File: config.mk
export PLATFORM = sky130hd
export DESIGN_NAME = sent_frame_pulse_encoder
export DESIGN_NICKNAME = d
export VERILOG_FILES = /design/src/rtl/core/sfpe_pkg.sv /design/src/rtl/core/sfpe_cfg_regs.sv /design/src/rtl/core/sent_frame_pulse_encoder.sv
export SDC_FILE = /design/constraint.sdc
export NUM_CORES = 1
export LEC_CHECK = 0
export BUFFER_PORTS_ARGS = -buffer_cell sky130_fd_sc_hd__buf_2
export CORE_ASPECT_RATIO = 1.25
export CORE_MARGIN = 5
export CORE_UTILIZATION = 45
export CTS_BUF_LIST = sky130_fd_sc_hd__clkbuf_4
export CTS_CLUSTER_DIAMETER = 80
export DETAILED_ROUTE_END_ITERATION = 10
export GPL_ROUTABILITY_DRIVEN = 0
export PLACE_DENSITY = 0.65
export SYNTH_ARGS = -nofsm -noshare
export SYNTH_HDL_FRONTEND = slang
export SYNTH_HIERARCHICAL = 1
export SYNTH_SLANG_ARGS = --single-unit
File: constraint.sdc
create_clock -name clk -period 16.4 [get_ports clk]
set_input_delay 3.28 -clock clk [delete_from_list [all_inputs] [get_ports clk]]
set_output_delay 3.28 -clock clk [all_outputs]
set_load 0.02 [all_outputs]
File: src/rtl/core/sfpe_pkg.sv
// shared types, constants and crc table for the sent frame pulse encoder
package sfpe_pkg;

	localparam int MAX_NIBBLES = 6;

	localparam int FRAME_W    = 24;
	localparam int NIB_W      = 4;
	localparam int COUNT_W    = 3;
	localparam int TICK_W     = 12;
	localparam int HTICK_W    = 7;
	localparam int LOW_CYC_W  = 16;
	localparam int HIGH_CYC_W = 19;
	localparam int IDX_W      = 4;
	localparam int CFG_IDX_W  = 3;
	localparam int CFG_DATA_W = 12;

	localparam logic [HTICK_W-1:0] SYNC_TICKS        = 7'd51;
	localparam logic [HTICK_W-1:0] PAUSE_TICKS       = 7'd72;
	localparam logic [HTICK_W-1:0] NIBBLE_BASE_TICKS = 7'd7;

	typedef enum logic [1:0] {
		KIND_SYNC  = 2'd0,
		KIND_DATA  = 2'd1,
		KIND_CRC   = 2'd2,
		KIND_PAUSE = 2'd3
	} pulse_kind_t;

	typedef enum logic [CFG_IDX_W-1:0] {
		REG_NIBBLE_COUNT = 3'd0,
		REG_PAUSE_ENABLE = 3'd1,
		REG_CRC_SEED     = 3'd2,
		REG_LOW_TICKS    = 3'd3,
		REG_TICK_CLOCKS  = 3'd4
	} cfg_reg_t;

	typedef struct packed {
		logic [COUNT_W-1:0] nibble_count;
		logic               pause_enable;
		logic [NIB_W-1:0]   crc_seed;
		logic [NIB_W-1:0]   low_pulse_ticks;
		logic [TICK_W-1:0]  tick_clocks;
	} sfpe_cfg_t;

	localparam logic [NIB_W-1:0] CRC4_TABLE [16] = '{
		4'd0, 4'd13, 4'd7, 4'd10, 4'd14, 4'd3, 4'd9, 4'd4,
		4'd1, 4'd12, 4'd6, 4'd11, 4'd15, 4'd2, 4'd8, 4'd5
	};

	function automatic logic [NIB_W-1:0] crc4_lookup(input logic [NIB_W-1:0] c);
		return CRC4_TABLE[c];
	endfunction

endpackage

File: src/rtl/core/sfpe_cfg_regs.sv
// configuration register file of the sent frame pulse encoder
module sfpe_cfg_regs (
	input  logic                              clk,
	input  logic                              arst_n,
	input  logic                              cfg_valid,
	output logic                              cfg_ready,
	input  logic [sfpe_pkg::CFG_IDX_W-1:0]    cfg_index,
	input  logic [sfpe_pkg::CFG_DATA_W-1:0]   cfg_data,
	output sfpe_pkg::sfpe_cfg_t               cfg
);

	sfpe_pkg::sfpe_cfg_t cfg_q;

	assign cfg_ready = 1'b1;
	assign cfg = cfg_q;

	always_ff @(posedge clk or negedge arst_n) begin
		if (!arst_n) begin
			cfg_q.nibble_count    <= 3'd6;
			cfg_q.pause_enable    <= 1'b0;
			cfg_q.crc_seed        <= 4'd5;
			cfg_q.low_pulse_ticks <= 4'd5;
			cfg_q.tick_clocks     <= 12'd3;
		end else if (cfg_valid) begin
			unique case (sfpe_pkg::cfg_reg_t'(cfg_index))
				sfpe_pkg::REG_NIBBLE_COUNT: cfg_q.nibble_count <= cfg_data[2:0];
				sfpe_pkg::REG_PAUSE_ENABLE: cfg_q.pause_enable <= cfg_data[0];
				sfpe_pkg::REG_CRC_SEED:     cfg_q.crc_seed <= cfg_data[3:0];
				sfpe_pkg::REG_LOW_TICKS:    cfg_q.low_pulse_ticks <= cfg_data[3:0];
				sfpe_pkg::REG_TICK_CLOCKS:  cfg_q.tick_clocks <= cfg_data;
				default: begin
				end
			endcase
		end
	end

endmodule

File: src/rtl/core/sent_frame_pulse_encoder.sv
// top level of the sent frame pulse encoder: frame register, pulse sequencer, output register
//
//  channel | signals                                             | direction
//  in      | in_valid, in_ready, frame_nibbles                   | frame beat in
//  out     | out_valid, out_ready, pulse_kind, nibble_value,     | pulse beat out
//          | low_cycles, high_cycles, last_pulse                 |
//  cfg     | cfg_valid, cfg_ready, cfg_index, cfg_data           | register write
//
// one pulse beat per cycle from the frame register while out_ready allows: a frame
// gives n + 2 beats (n + 3 with the pause), so 3 to 9 beats, set by the pulse counter.
// the next frame is taken in the cycle the last pulse of the current one is built.
// both multiplies of a beat sit between the frame register and the output register.
// reset empties both registers and loads register defaults; out_ready low holds
// the output beat and stalls the sequencer, cfg_ready is always high.
module sent_frame_pulse_encoder #(
	parameter int MAX_NIBBLES = sfpe_pkg::MAX_NIBBLES
) (
	input  logic                               clk,
	input  logic                               arst_n,
	input  logic                               in_valid,
	output logic                               in_ready,
	input  logic [sfpe_pkg::FRAME_W-1:0]       frame_nibbles,
	output logic                               out_valid,
	input  logic                               out_ready,
	output logic [1:0]                         pulse_kind,
	output logic [sfpe_pkg::NIB_W-1:0]         nibble_value,
	output logic [sfpe_pkg::LOW_CYC_W-1:0]     low_cycles,
	output logic [sfpe_pkg::HIGH_CYC_W-1:0]    high_cycles,
	output logic                               last_pulse,
	input  logic                               cfg_valid,
	output logic                               cfg_ready,
	input  logic [sfpe_pkg::CFG_IDX_W-1:0]     cfg_index,
	input  logic [sfpe_pkg::CFG_DATA_W-1:0]    cfg_data
);

	localparam logic [sfpe_pkg::COUNT_W-1:0] MAX_N = sfpe_pkg::COUNT_W'(MAX_NIBBLES);

	sfpe_pkg::sfpe_cfg_t cfg;

	logic                               busy_q;
	logic [sfpe_pkg::FRAME_W-1:0]       frame_q;
	logic [sfpe_pkg::IDX_W-1:0]         idx_q;
	logic [sfpe_pkg::NIB_W-1:0]         crc_q;

	logic                               out_valid_q;
	sfpe_pkg::pulse_kind_t              kind_q;
	logic [sfpe_pkg::NIB_W-1:0]         nib_q;
	logic [sfpe_pkg::LOW_CYC_W-1:0]     low_q;
	logic [sfpe_pkg::HIGH_CYC_W-1:0]    high_q;
	logic                               last_q;

	logic                               out_free;
	logic                               gen_fire;
	logic [sfpe_pkg::COUNT_W-1:0]       n_eff;
	logic [sfpe_pkg::IDX_W-1:0]         crc_idx;
	sfpe_pkg::pulse_kind_t              kind;
	logic [sfpe_pkg::NIB_W-1:0]         nib;
	logic [sfpe_pkg::NIB_W-1:0]         data_nib;
	logic [sfpe_pkg::NIB_W-1:0]         crc_final;
	logic [sfpe_pkg::HTICK_W-1:0]       high_ticks;
	logic                               last;

	sfpe_cfg_regs u_cfg_regs (
		.clk       (clk),
		.arst_n    (arst_n),
		.cfg_valid (cfg_valid),
		.cfg_ready (cfg_ready),
		.cfg_index (cfg_index),
		.cfg_data  (cfg_data),
		.cfg       (cfg)
	);

	assign out_free = !out_valid_q || out_ready;
	assign gen_fire = busy_q && out_free;
	assign in_ready = !busy_q || (gen_fire && last);

	// clamp nibble count into 1..MAX_NIBBLES
	always_comb begin
		if (cfg.nibble_count == '0) begin
			n_eff = sfpe_pkg::COUNT_W'(1);
		end else if (cfg.nibble_count > MAX_N) begin
			n_eff = MAX_N;
		end else begin
			n_eff = cfg.nibble_count;
		end
	end

	assign crc_idx   = sfpe_pkg::IDX_W'(n_eff) + sfpe_pkg::IDX_W'(1);
	assign data_nib  = frame_q[sfpe_pkg::FRAME_W-1 -: sfpe_pkg::NIB_W];
	assign crc_final = sfpe_pkg::crc4_lookup(crc_q);

	// pulse index: 0 sync, 1..n data, n+1 crc, n+2 pause
	always_comb begin
		if (idx_q == '0) begin
			kind = sfpe_pkg::KIND_SYNC;
		end else if (idx_q < crc_idx) begin
			kind = sfpe_pkg::KIND_DATA;
		end else if (idx_q == crc_idx) begin
			kind = sfpe_pkg::KIND_CRC;
		end else begin
			kind = sfpe_pkg::KIND_PAUSE;
		end
	end

	always_comb begin
		case (kind)
			sfpe_pkg::KIND_SYNC: begin
				nib        = '0;
				high_ticks = sfpe_pkg::SYNC_TICKS;
				last       = 1'b0;
			end
			sfpe_pkg::KIND_DATA: begin
				nib        = data_nib;
				high_ticks = sfpe_pkg::NIBBLE_BASE_TICKS + sfpe_pkg::HTICK_W'(data_nib);
				last       = 1'b0;
			end
			sfpe_pkg::KIND_CRC: begin
				nib        = crc_final;
				high_ticks = sfpe_pkg::NIBBLE_BASE_TICKS + sfpe_pkg::HTICK_W'(crc_final);
				last       = !cfg.pause_enable;
			end
			default: begin
				nib        = '0;
				high_ticks = sfpe_pkg::PAUSE_TICKS;
				last       = 1'b1;
			end
		endcase
	end

	always_ff @(posedge clk or negedge arst_n) begin
		if (!arst_n) begin
			busy_q <= 1'b0;
			idx_q  <= '0;
		end else if (in_valid && in_ready) begin
			busy_q <= 1'b1;
			idx_q  <= '0;
		end else if (gen_fire) begin
			if (last) begin
				busy_q <= 1'b0;
			end else begin
				idx_q <= idx_q + sfpe_pkg::IDX_W'(1);
			end
		end
	end

	// frame shifts left one nibble per data beat; crc runs alongside
	always_ff @(posedge clk) begin
		if (in_valid && in_ready) begin
			frame_q <= frame_nibbles;
		end else if (gen_fire && kind == sfpe_pkg::KIND_DATA) begin
			frame_q <= {frame_q[sfpe_pkg::FRAME_W-sfpe_pkg::NIB_W-1:0],
				{sfpe_pkg::NIB_W{1'b0}}};
		end
		if (gen_fire) begin
			if (kind == sfpe_pkg::KIND_SYNC) begin
				crc_q <= cfg.crc_seed;
			end else if (kind == sfpe_pkg::KIND_DATA) begin
				crc_q <= sfpe_pkg::crc4_lookup(crc_q) ^ data_nib;
			end
		end
	end

	always_ff @(posedge clk or negedge arst_n) begin
		if (!arst_n) begin
			out_valid_q <= 1'b0;
		end else if (gen_fire) begin
			out_valid_q <= 1'b1;
		end else if (out_ready) begin
			out_valid_q <= 1'b0;
		end
	end

	always_ff @(posedge clk) begin
		if (gen_fire) begin
			kind_q <= kind;
			nib_q  <= nib;
			low_q  <= sfpe_pkg::LOW_CYC_W'(cfg.low_pulse_ticks)
				* sfpe_pkg::LOW_CYC_W'(cfg.tick_clocks);
			high_q <= sfpe_pkg::HIGH_CYC_W'(high_ticks)
				* sfpe_pkg::HIGH_CYC_W'(cfg.tick_clocks);
			last_q <= last;
		end
	end

	assign out_valid    = out_valid_q;
	assign pulse_kind   = kind_q;
	assign nibble_value = nib_q;
	assign low_cycles   = low_q;
	assign high_cycles  = high_q;
	assign last_pulse   = last_q;

endmodule

* Word level (Yosys, flattened, before mapping) *
Memories as Yosys holds them, arrays and structs flattened.
Cells that the tools add are included.

cells by class
  add/sub/neg operators = 4
  multiply operators = 2
  div/mod/pow operators = 0
  $lt $le $gt $ge = 3
  eq/ne operators = 8
  shift-type cells = 0
  multiplexer cells = 22
  bitwise operators = 2
  reductions and logical operators = 27

operators with widths
  cell                   count
  $mux W24               2
  $mux W4                7
  $pmux W7 S3            1
  $mul A7 B12 Y19        1
  $mul A4 B12 Y16        1
  $reduce_and A2 Y1      8
  $add A3 B4 Y5 const A  2
  $reduce_bool A2 Y1     5
  $pmux W4 S2            1
  $eq A3 B2 Y1 const B   2
  $logic_not A3 Y1       2
  $mux W1                6
  $mux W3                2
  $ge A5 B5 Y1 const B   1
  $not A4 Y5             1
  $add A3 B1 Y4 const B  1
  $add A4 B1 Y4 const B  1
  $eq A4 B4 Y1           1
  $logic_and A1 B1 Y1    4
  $logic_not A4 Y1       1
  $lt A4 B4 Y1           1
  $mux W2                2
  $xor A4 B4 Y4          1
  $eq A3 B1 Y1 const B   1
  10 further kinds       13

word-level totals
  bits in registers = 100
  bits in latches = 0
  bits in writable memories = 0
  bits in read-only memories = 64
  input port bits = 44
  memories = 1

memories
  memory            depth  bits a word  rd ports  clocked after memory_dff  wr ports  line            RTL
  (name not given)  16     4            1         0                         0         sfpe_pkg.sv:50  return CRC4_TABLE[c];

* Longest topological paths before layout *
  depth in word-level cells = 16
  gate-level depth with buffers = 36

* Hierarchy *
The synthesis kept the hierarchy.

modules (own cells, without submodules)
  module                    times used  cells each  area an instance (um2)
  sent_frame_pulse_encoder  1           731         7589.8
  sfpe_cfg_regs             1           56          999.7

* Worst setup path before layout *
OpenSTA, ideal clock, no wires.

  path type = flip-flop to flip-flop
  from = register u_cfg_regs.cfg_q, in the netlist u_cfg_regs/cfg[22]
  to = register high_q, in the netlist high_cycles[18], data pin
  data arrival time = 7.478 ns
  data required time = 16.127 ns
  path slack = 8.649 ns
  cell stages (with the launch flop) = 37
  buffers on the path = 3
  period minus slack after synthesis = 7.751 ns
  cell sequence = dfstp_2 > nor2b_1 > a21o_1 > inv_1 > ha_1 > inv_1 > ha_1 > nor2b_1 > o21a_1 > o21a_1 > nor2_1 > o21ai_0 > ha_1 > buf_6 > mux2i_1 > ha_1 > nand2_1 > a31oi_1 > nor2_1 > buf_2 > and2_1 > fa_1 > inv_1 > fa_1 > inv_1 > fa_1 > inv_1 > fa_1 > inv_1 > ha_1 > clkbuf_1 > a21oi_1 > nand2_1 > a211oi_1 > nor2_1 > a221oi_1 > o211ai_1

on the way
  longest elaborated chain between the ends = 11
  elaborated cells on any way between the ends = 15
  those cells by class = add/sub: 1; mul: 1; order compare: 2; eq/ne: 3; mux: 6; reduce/logical: 2

RTL lines
  item                                                                  line                             RTL
  start: declaration                                                    sfpe_cfg_regs.sv:12              sfpe_pkg::sfpe_cfg_t cfg_q;
  $gt A3 B3 Y1                                                          sent_frame_pulse_encoder.sv:81   end else if (cfg.nibble_count > MAX_N) begin
  $mux W3                                                               sent_frame_pulse_encoder.sv:81
  $mux W3 *                                                             sent_frame_pulse_encoder.sv:79   if (cfg.nibble_count == '0) begin
  $add A3 B1 Y4 *                                                       sent_frame_pulse_encoder.sv:88   assign crc_idx = sfpe_pkg::IDX_W'(n_eff) + sfpe_pkg::IDX_W'(1);
  parallel branches: the longest is 2 deep, another holds $lt A4 B4 Y1  --
  $mux W2 *                                                             sent_frame_pulse_encoder.sv:96   end else if (idx_q < crc_idx) begin
  $mux W2 *                                                             sent_frame_pulse_encoder.sv:94   if (idx_q == '0) begin
  $eq A2 B2 Y1 (tied with other cells)                                  sent_frame_pulse_encoder.sv:106  case (kind)
  $pmux W7 S3 *                                                         sent_frame_pulse_encoder.sv:106
  $mul A7 B12 Y19 *                                                     sent_frame_pulse_encoder.sv:180  * sfpe_pkg::HIGH_CYC_W'(cfg.tick_clocks);
  end signal: assignment                                                sent_frame_pulse_encoder.sv:179  high_q <= sfpe_pkg::HIGH_CYC_W'(high_ticks)
  end: declaration                                                      sent_frame_pulse_encoder.sv:49   logic [sfpe_pkg::HIGH_CYC_W-1:0] high_q;

Every way passes the cells marked *.
A chain may end at the register's enable or synchronous reset.

* Worst setup path in the final report *
Same ends and word-level chain as after synthesis.

==> results.md <==
* Row cnt at 56
* Crit path DAT at 8.98 ns
* Max-slew headroom at 0.316
* Layout area overhead at 7.90%
* Synth Flop Type: edfxtp_1
* Drt wl/cell at 15.3 um
* CP max stage cell: ha_1
* Fin crit period at 8.72 ns
* Core ar. at 0.0188 mm^2
* Total negative setup slack at 0 ns
* Crit Reg-Reg Startpoint: u_cfg_regs/cfg[22]
* Synth cell types at 73
* Initial antenna violation count at 1
* Worst Setup EP: high_cycles[18]
* Vias in the first global route at 5737
* Critical path fanouts, max at 14
* Sink Count at 100
* Setup crit start: u_cfg_regs/cfg[22]
* Mapped cell area at 0.00859 mm^2
* Fmax at 115 MHz
* Clk Latency, worst-skew pair at 0.50 ns
* Post-detail-place hpwl at 12800 um
* Finished Layout Cells at 1090
* GRT overflow at 0
* Syn nets at 970
* Total GRT Usage at 0.158
* Final Cycle Share at 0.532
* RSZ-0062 raised after global routing: no
* Crit Path Category: reg -> reg
* Final Setup Violations at 0
* Clk_skew at 0.0254 ns
* Share of layout cells above drive strength 1 at 0.202
* Clk slew on worst S/H paths at 0.18 ns
* Die ar. at 0.0220 mm^2
* WL final at 16700 um
* H-tree depth at 3
* Antenna-violating nets left at 0
* First-pass DRT Iterations at 4
* Syn Area/Cell at 10.9 um^2
* Req. time, crit path at 16.66 ns
* R2R Path End: high_cycles[18]
* CP most frequent cell: inv_1
* Worst setup EP type: register
* Hold Path Class: reg -> reg
* Hold violation total from the final report at 0
* Post-CTS setup repair buffer count at 0
* Outcome: complete, no violations
* Slew @ Worst Pin at 1.02 ns
* Pins Over Slew Limit at 0
* Cts bufs inserted at 9
* Worst Reg2Reg Path Length in Cells at 32
* Die height at 164 um
* Synth Instances at 787
* Post_cts resized at 0
* Max-cap viol count at 0
* Placed Cells incl. Taps at 1073
* Synthesis-stage register bit count at 100
* Post-synthesis async set-or-reset flop share at 0.300
* Vias at 5561
* Sequential-to-total area share from yosys stat at 0.333
* R2r setup slk at 7.68 ns
* Nets at 1035
* Critical Path Max Stage Delay at 0.75 ns
* Die X at 134 um
* Synth warn at 6
* Hold Buf Count CTS at 0
* # port buffers at 87
* CTS tree: built
* Drt drc at 0
* Startpoint Class: register
* Post-synth EDFFs at 70
* Initial Util at 0.457
* 1st-iter DRT viols at 265
* CTS root buf: clkbuf_4
* Largest net degree at the start of global routing at 46
* Max clock buf depth at 2
* Global-route wire length before repair at 27800 um
* IO Count at 89
* Via/cell ratio at 5.10
==> placed cells by master, fill, tap and decap left out, types with 2 or more instances in the layout <==
master / Yosys / routed
a31oi_1: 3 / 3
fa_1: 69 / 69
ha_1: 70 / 70
mux2i_1: 3 / 3
o211ai_1: 2 / 2
dfstp_2: 8 / 8
o21ai_0: 14 / 14
o21a_1: 9 / 9
conb_1: 2 / 2
and2_1: 72 / 72
a21oi_1: 27 / 27
nand4b_1: 2 / 2
o31ai_1: 4 / 4
nor3_1: 3 / 3
inv_6: 0 / 2
edfxtp_1: 70 / 70
clkinv_4: 0 / 2
nor2b_1: 11 / 11
mux2_2: 19 / 19
nand3_1: 4 / 4
nor2_1: 20 / 20
and4bb_1: 2 / 2
inv_1: 102 / 101
buf_2: 4 / 87
a22oi_1: 4 / 4
a21oi_2: 2 / 2
nand2_1: 91 / 91
a211oi_1: 2 / 2
dfrtp_1: 22 / 22
mux2_4: 25 / 25
clkbuf_4: 0 / 9
xor2_1: 10 / 10
nand2b_1: 6 / 6
o2bb2ai_1: 2 / 2
mux2i_4: 2 / 2
a21o_1: 9 / 9
and3_1: 3 / 3
xnor2_1: 25 / 25
inv_2: 1 / 3
a311oi_1: 2 / 2
==> worst min-delay path by stage <==
stage                             from            endpoint  slack (ns)  depth (start not counted)
floorplan           u_cfg_regs/cfg[17]  u_cfg_regs/cfg[17]        0.48                          1
detailed placement  u_cfg_regs/cfg[17]  u_cfg_regs/cfg[17]        0.51                          1
global route        u_cfg_regs/cfg[17]  u_cfg_regs/cfg[17]        0.58                          1
finish              u_cfg_regs/cfg[19]  u_cfg_regs/cfg[19]        0.55                          1
global placement    u_cfg_regs/cfg[19]  u_cfg_regs/cfg[19]        0.50                          1
CTS                 u_cfg_regs/cfg[17]  u_cfg_regs/cfg[17]        0.55                          1
==> logic make-up after synthesis <==
kind of cell,count (synthesis),share of synthesized area
AOI/OAI and AO/OA,97,0.0795
xor gates and xnor gates,37,0.0414
adders and majority gates,139,0.263
buffers and inverters,136,0.0653
DFF,100,0.333
muxes,51,0.0803
other,2,0.000874
and+or+nand+nor,225,0.137
==> critical path, delay by kind of cell (launching register included) <==
kind,cells,cell delay (ns)
DFF,1,0.58
and+or+nand+nor,6,1.18
adders and majority gates,9,3.96
buffers and inverters,6,0.30
AOI/OAI and AO/OA,10,2.07
muxes,1,0.38
==> synth_stat cells (4+ instances only) <==
cell type | number | area (um^2)
inv_1 | 102 | 383
nand2_1 | 91 | 342
and2_1 | 72 | 450
edfxtp_1 | 70 | 2100
ha_1 | 70 | 876
fa_1 | 69 | 1380
a21oi_1 | 27 | 135
mux2_4 | 25 | 375
xnor2_1 | 25 | 219
clkbuf_1 | 23 | 86.3
dfrtp_1 | 22 | 551
nor2_1 | 20 | 75.1
mux2_2 | 19 | 214
o21ai_0 | 14 | 70.1
nor2b_1 | 11 | 68.8
xor2_1 | 10 | 87.6
a21o_1 | 9 | 67.6
o21a_1 | 9 | 67.6
dfstp_2 | 8 | 210
nand2b_1 | 6 | 37.5
a22oi_1 | 4 | 30.0
buf_2 | 4 | 20.0
buf_6 | 4 | 45.0
nand3_1 | 4 | 20.0
o31ai_1 | 4 | 30.0
==> per-stage QoR <==
stage / setup WS (ns) / util / area [um^2] / hold WS [ns]
2_1_floorplan: 8.65 / - / 8590 / 0.481
6_report: 7.68 / 0.494 / 9270 / 0.549
4_1_cts: 7.68 / 0.493 / 9270 / 0.554
3_5_place_dp: 7.72 / 0.487 / 9140 / 0.514
5_1_grt: 6.94 / 0.494 / 9270 / 0.580
3_3_place_gp: 7.97 / 0.487 / 9140 / 0.501
==> sequential cells by signal, indices dropped and copies added, names as in the netlist <==
name            flops
out_valid           1
frame_q            24
high_cycles        19
low_cycles         16
idx_q               4
nibble_value        4
last_pulse          1
pulse_kind          2
u_cfg_regs/cfg     24
crc_q               4
busy_q              1
==> final cells by class <==
cell class	count	area, um^2
diodes	1	2.50
clock buffers	9	67.6
clock inverters	7	56.3
fillers	1758	9510
inverters	103	387
multi-input cells	551	5170
flip-flops and latches	100	2860
well taps	232	290
repair buffers	87	435
==> metal layers <==
metal / GRT usage / vias up / wire (um)
li1: - / 2738 / -
met1: 0.203 / 2711 / 7510
met2: 0.273 / 94 / 8290
met3: 0.0305 / 18 / 620
met4: 0.0468 / 0 / 243
met5: 0 / - / 0
Power is left out: the tool's default activity adds up to more than one toggle a clock period on the data nets, which glitch-free logic cannot reach.
